`src/rtl/rrbg_pkg.sv`:
```
`timescale 1ns / 1ps
`default_nettype none

package rrbg_pkg;

  localparam int COORD_W      = 16;
  localparam int RX_W         = 12;
  localparam int RY_W         = 4;
  localparam int MAX_RADIUS_Y = 15;
  localparam int BAND_DEPTH   = 32;
  localparam int BAND_AW      = $clog2(BAND_DEPTH);
  localparam int CNT_W        = $clog2(BAND_DEPTH + 1);
  localparam int ACC_W        = 40;
  localparam int AA_W         = 2 * RX_W;
  localparam int BB_W         = 2 * RY_W;
  localparam int PROD_W       = AA_W + RY_W + 1;
  localparam int RUN_W        = RX_W + 1;

  typedef struct packed {
    logic [COORD_W-1:0] l;
    logic [COORD_W-1:0] t;
    logic [COORD_W-1:0] r;
    logic [COORD_W-1:0] b;
  } box_t;

  typedef struct packed {
    box_t box;
    logic box_valid;
    logic status;
    logic last;
  } res_t;

  typedef enum logic [3:0] {
    ST_IDLE,
    ST_SETUP,
    ST_MUL1,
    ST_MUL2,
    ST_INIT,
    ST_LOOP1,
    ST_ADJ1,
    ST_ADJ2,
    ST_ADJ3,
    ST_LOOP2,
    ST_PICK,
    ST_RD,
    ST_EM
  } st_t;

  typedef enum logic [2:0] {
    PH_ONE,
    PH_TOP,
    PH_MID,
    PH_SIDE_L,
    PH_SIDE_R,
    PH_BOT,
    PH_LOW
  } phase_t;

  // Signed halving that truncates toward zero.
  function automatic logic signed [ACC_W-1:0] tdiv2(input logic signed [ACC_W-1:0] v);
    logic signed [ACC_W-1:0] s;
    s = v + {{(ACC_W-1){1'b0}}, v[ACC_W-1]};
    return s >>> 1;
  endfunction

endpackage

`default_nettype wire

```
`src/rtl/rrbg_out_reg.sv`:
```
`timescale 1ns / 1ps
`default_nettype none

module rrbg_out_reg (
  input  wire logic                        clk,
  input  wire logic                        rst_n,
  input  wire logic                        load,
  input  wire rrbg_pkg::res_t              load_data,
  output logic                             free,
  output logic                             out_valid,
  input  wire logic                        out_ready,
  output logic signed [rrbg_pkg::COORD_W-1:0] out_box_left,
  output logic signed [rrbg_pkg::COORD_W-1:0] out_box_top,
  output logic signed [rrbg_pkg::COORD_W-1:0] out_box_right,
  output logic signed [rrbg_pkg::COORD_W-1:0] out_box_bottom,
  output logic                             out_box_valid,
  output logic                             out_status,
  output logic                             out_last
);
  import rrbg_pkg::*;

  logic valid_r;
  logic valid_nxt;
  res_t data_r;

  assign free = !valid_r || out_ready;

  always_comb begin
    valid_nxt = valid_r;
    if (load) begin
      valid_nxt = 1'b1;
    end else if (out_ready) begin
      valid_nxt = 1'b0;
    end
  end

  always_ff @(posedge clk) begin
    if (!rst_n) begin
      valid_r <= 1'b0;
    end else begin
      valid_r <= valid_nxt;
    end
  end

  always_ff @(posedge clk) begin
    if (load) begin
      data_r <= load_data;
    end
  end

  assign out_valid      = valid_r;
  assign out_box_left   = data_r.box.l;
  assign out_box_top    = data_r.box.t;
  assign out_box_right  = data_r.box.r;
  assign out_box_bottom = data_r.box.b;
  assign out_box_valid  = data_r.box_valid;
  assign out_status     = data_r.status;
  assign out_last       = data_r.last;

endmodule

`default_nettype wire

```
`config.mk`:
```
export PLATFORM = sky130hd
export DESIGN_NAME = rrbg_out_reg
export DESIGN_NICKNAME = d
export VERILOG_FILES = /design/src/rtl/rrbg_pkg.sv /design/src/rtl/rrbg_out_reg.sv
export SDC_FILE = /design/constraint.sdc
export NUM_CORES = 1
export LEC_CHECK = 0
export BUFFER_PORTS_ARGS = -buffer_cell sky130_fd_sc_hd__clkbuf_2
export CAP_MARGIN = 10
export CORE_ASPECT_RATIO = 0.5
export CORE_MARGIN = 1.5
export CORE_UTILIZATION = 40
export DETAILED_ROUTE_END_ITERATION = 7
export PLACE_DENSITY = 0.76
export SLEW_MARGIN = 5
export SYNTH_ARGS = -nofsm -noshare
export SYNTH_HDL_FRONTEND = slang
export SYNTH_SLANG_ARGS = --single-unit
```
`constraint.sdc`:
```
create_clock -name clk -period 1.3 [get_ports clk]
set_input_delay 0.065 -clock clk [delete_from_list [all_inputs] [get_ports clk]]
set_output_delay 0.065 -clock clk [all_outputs]
set_load 0.05 [all_outputs]
```
==> results.sh <==
export IMPL_drt_pass1_iterations=4
export IMPL_antenna_found_initial=0
export IMPL_synth_top_cell_area_share=0.9763
export IMPL_fin_ws_ps=181.5
export IMPL_synth_warnings=0
export IMPL_vias=1577
export IMPL_hold_start="out_ready"
export IMPL_layout_drive_gt1_share=0.5306
export IMPL_synth_simple_area_share=0.006679
export IMPL_p_per_area_mw_per_mm2=1533
export IMPL_cts_made_buffers=9
export IMPL_die_h_um=53.76
export IMPL_cell_internal_pwr_mw=4.172
export IMPL_cts_sinks=68
export IMPL_ant_nets=0
export IMPL_grt_total_usage=0.2132
export IMPL_synthTopCellsByArea="edfxtp_1, dfxtp_1, nand2b_4"
export IMPL_r2r_start="out_valid$_SDFFE_PN0P_"
export IMPL_io_pins=140
export IMPL_synth_most_common_cell="edfxtp_1"
export IMPL_slowest_delay_ps=440
export IMPL_row_count=18
export IMPL_skew_ps=0
export IMPL_grt_start_max_net_pins=69
export IMPL_finalHoldViolations=0
export IMPL_vdd_drop_max_uv=1365
export IMPL_p_leak_nw=1.667
export IMPL_grt_pass1_vias=1529
export IMPL_cts_repair_resized=0
export IMPL_grt_ovfl_total=0
export IMPL_coreArea_mm2=0.004932
export IMPL_seq_power_share=0.459
export IMPL_fin_crit_sh=0.8604
export IMPL_comb_power_share=0.191
export IMPL_cp_required_ps=1240
export IMPL_ys_top_cells_by_count="edfxtp_1, a21boi_2, dfxtp_1, inv_1, nand2b_4"
export IMPL_tightest_slew_ps=350.2
export IMPL_post_drt_wl_per_cell_um=16.34
export IMPL_crit_start="out_box_top[5]$_DFFE_PP_"
export IMPL_synth_compound_area_frac=0.005464
export IMPL_dpl_worst_slack_ps=448.2
export IMPL_gp_congestion=0.6831
export IMPL_status="complete, no violations"
export IMPL_rsz0062_at_grt="false"
export IMPL_crit_type="reg2out"
export IMPL_startpoint_type="flip-flop"
export IMPL_min_period_ps=1118
export IMPL_nets=361
export IMPL_htreeDepth=3
export IMPL_slew_headroom=0.7665
export IMPL_hold_path_class="in2reg"
export IMPL_tritoncts="yes"
export IMPL_synthToLayoutAreaGrowth_pct=83.06
export IMPL_drc=0
export IMPL_io_buffers=139
export IMPL_switching_share=0.2786
export IMPL_synth_top_family_by_area="simple AND/OR/NAND/NOR gates"
export IMPL_synth_fp_nets=142
export IMPL_drt_iter0_drc=77
export IMPL_slew_violations=0
export IMPL_grt_pass1_wl_mm=8.121
export IMPL_stdcell_count=364
export IMPL_clock_path_buffers=2
export IMPL_synthesis_area_mm2=0.002061
export IMPL_finalSetupViolCount=0
export IMPL_slowest_stage="edfxtp_1"
export IMPL_setup_tns_ps=0
export IMPL_yosysTopAreaCell="edfxtp_1"
export IMPL_critPathCaptureType="output port"
export IMPL_fmax_mhz=894.1
export IMPL_muxShareOfSynthArea=0
export IMPL_avgSynthCellArea_um2=29.02
export IMPL_cp_cell_sequence="clkbuf_2"
export IMPL_diodes=0
export IMPL_synthArstFlopShare=0
export IMPL_synth_xor_area_frac=0
export IMPL_switching_power_mw=1.611
export IMPL_ys_seq_area_frac=0.9860
export IMPL_ys_ff_latch=68
export IMPL_clk_pin_slew_ps=70
export IMPL_cts_root_buffer_cell="clkbuf_8"
export IMPL_dp_cells=281
export IMPL_reg2reg_depth=2
export IMPL_die_w_um=104.5
export IMPL_cts_setup_buffers=0
export IMPL_hold_slack_ps=26.19
export IMPL_max_cap_violations=0
export IMPL_fp_dieArea_mm2=0.005618
export IMPL_ys_flop_type="edfxtp_1"
export IMPL_min_delay_path_depth=3
export IMPL_synth_fa_ha_area_frac=0
export IMPL_design_area_mm2=0.003772
export IMPL_synth_cell_types=5
export IMPL_vias_per_cell=4.332
export IMPL_cp_max_fo=1
export IMPL_nFillCells=284
export IMPL_crit_arrival_ps=1050
export IMPL_syn_inst=71
export IMPL_clk_latency_ps=330
export IMPL_cp_num_cells=1
export IMPL_crit_family="flip-flops"
export IMPL_share_clk_of_total_power=0.349
export IMPL_initial_core_util=0.4178
export IMPL_synth_edf_count=67
export IMPL_worst_path_buf_inv=1
export IMPL_placed_area_mm2=0.002864
export IMPL_drt_wl_total_mm=5.946
metrics by stage:
| step | util | power [mW] |
|---|---|---|
| after global placement | 0.5807 | 3.606 |
| after floorplan | - | 3.314 |
| after global routing | 0.7648 | 5.957 |
| after CTS | 0.7628 | 5.753 |
| final | 0.7648 | 5.783 |
| after detailed placement | 0.5807 | 3.630 |
registers in the layout, indices dropped and copies added (netlist names):
signal          count
out_box_bottom     16
out_box_left       16
out_box_right      16
out_box_top        16
out_box_valid       1
out_last            1
out_status          1
out_valid           1
power groups by stage:
stage	Clock (mW)	Sequential, mW	Combinational (mW)
finish	2.02	2.66	1.11
global route	2.15	2.67	1.14
CTS	2.01	2.65	1.09
detailed placement	0	2.70	0.930
global placement	0	2.69	0.917
floorplan	0	3.30	0.0114
worst paths after layout:
path / endpoint / slack (ps)
setup reg to reg: out_valid$_SDFFE_PN0P_ / 650
hold / removal: out_valid$_SDFFE_PN0P_ / 30
setup / recovery: out_box_top[5] / 180
hold reg to reg: out_valid$_SDFFE_PN0P_ / 510
area by class of cell:
| cell class | instances | area (um2) | share of cell area |
|---|---|---|---|
| clock buffer | 9 | 123.9 | 0.03284 |
| clock inverter | 6 | 103.9 | 0.02753 |
| inverter | 1 | 3.754 | 0.0009950 |
| multi-input combinational | 2 | 25.02 | 0.006633 |
| sequential | 68 | 2032 | 0.5386 |
| tap | 70 | 87.58 | 0.02322 |
| timing repair buffer | 208 | 1396 | 0.3701 |
cell families after synthesis:
family / Yosys count
compound gates: 1
buf+inv: 1
flops: 68
simple gates: 1
layout by cell type (no fill, tap or decap):
cell	n
clkinv_1	1
edfxtp_1	67
clkbuf_8	9
clkbuf_2	139
nand2b_4	1
buf_12	1
bufinv_16	3
clkinv_2	2
a21boi_2	1
dfxtp_1	1
inv_1	1
dlygate4sd3_1	68
what timing repair did:
| item | in CTS | in global routing |
|---|---|---|
| setup endpoints to repair | 0 | 0 |
| hold endpoints to repair | 67 | 1 |
| hold buffers | 67 | 1 |
routing by layer:
layer / wire, um / global-route usage / vias to the layer above / share of wire
li1: - / - / 721 / -
met1: 2044 / 0.2119 / 786 / 0.34
met2: 3505 / 0.4123 / 62 / 0.59
met3: 337 / 0.09685 / 8 / 0.057
met4: 58 / 0.07407 / 0 / 0.0098
met5: 0 / 0 / - / 0
Power figures use the tool's default switching activity.
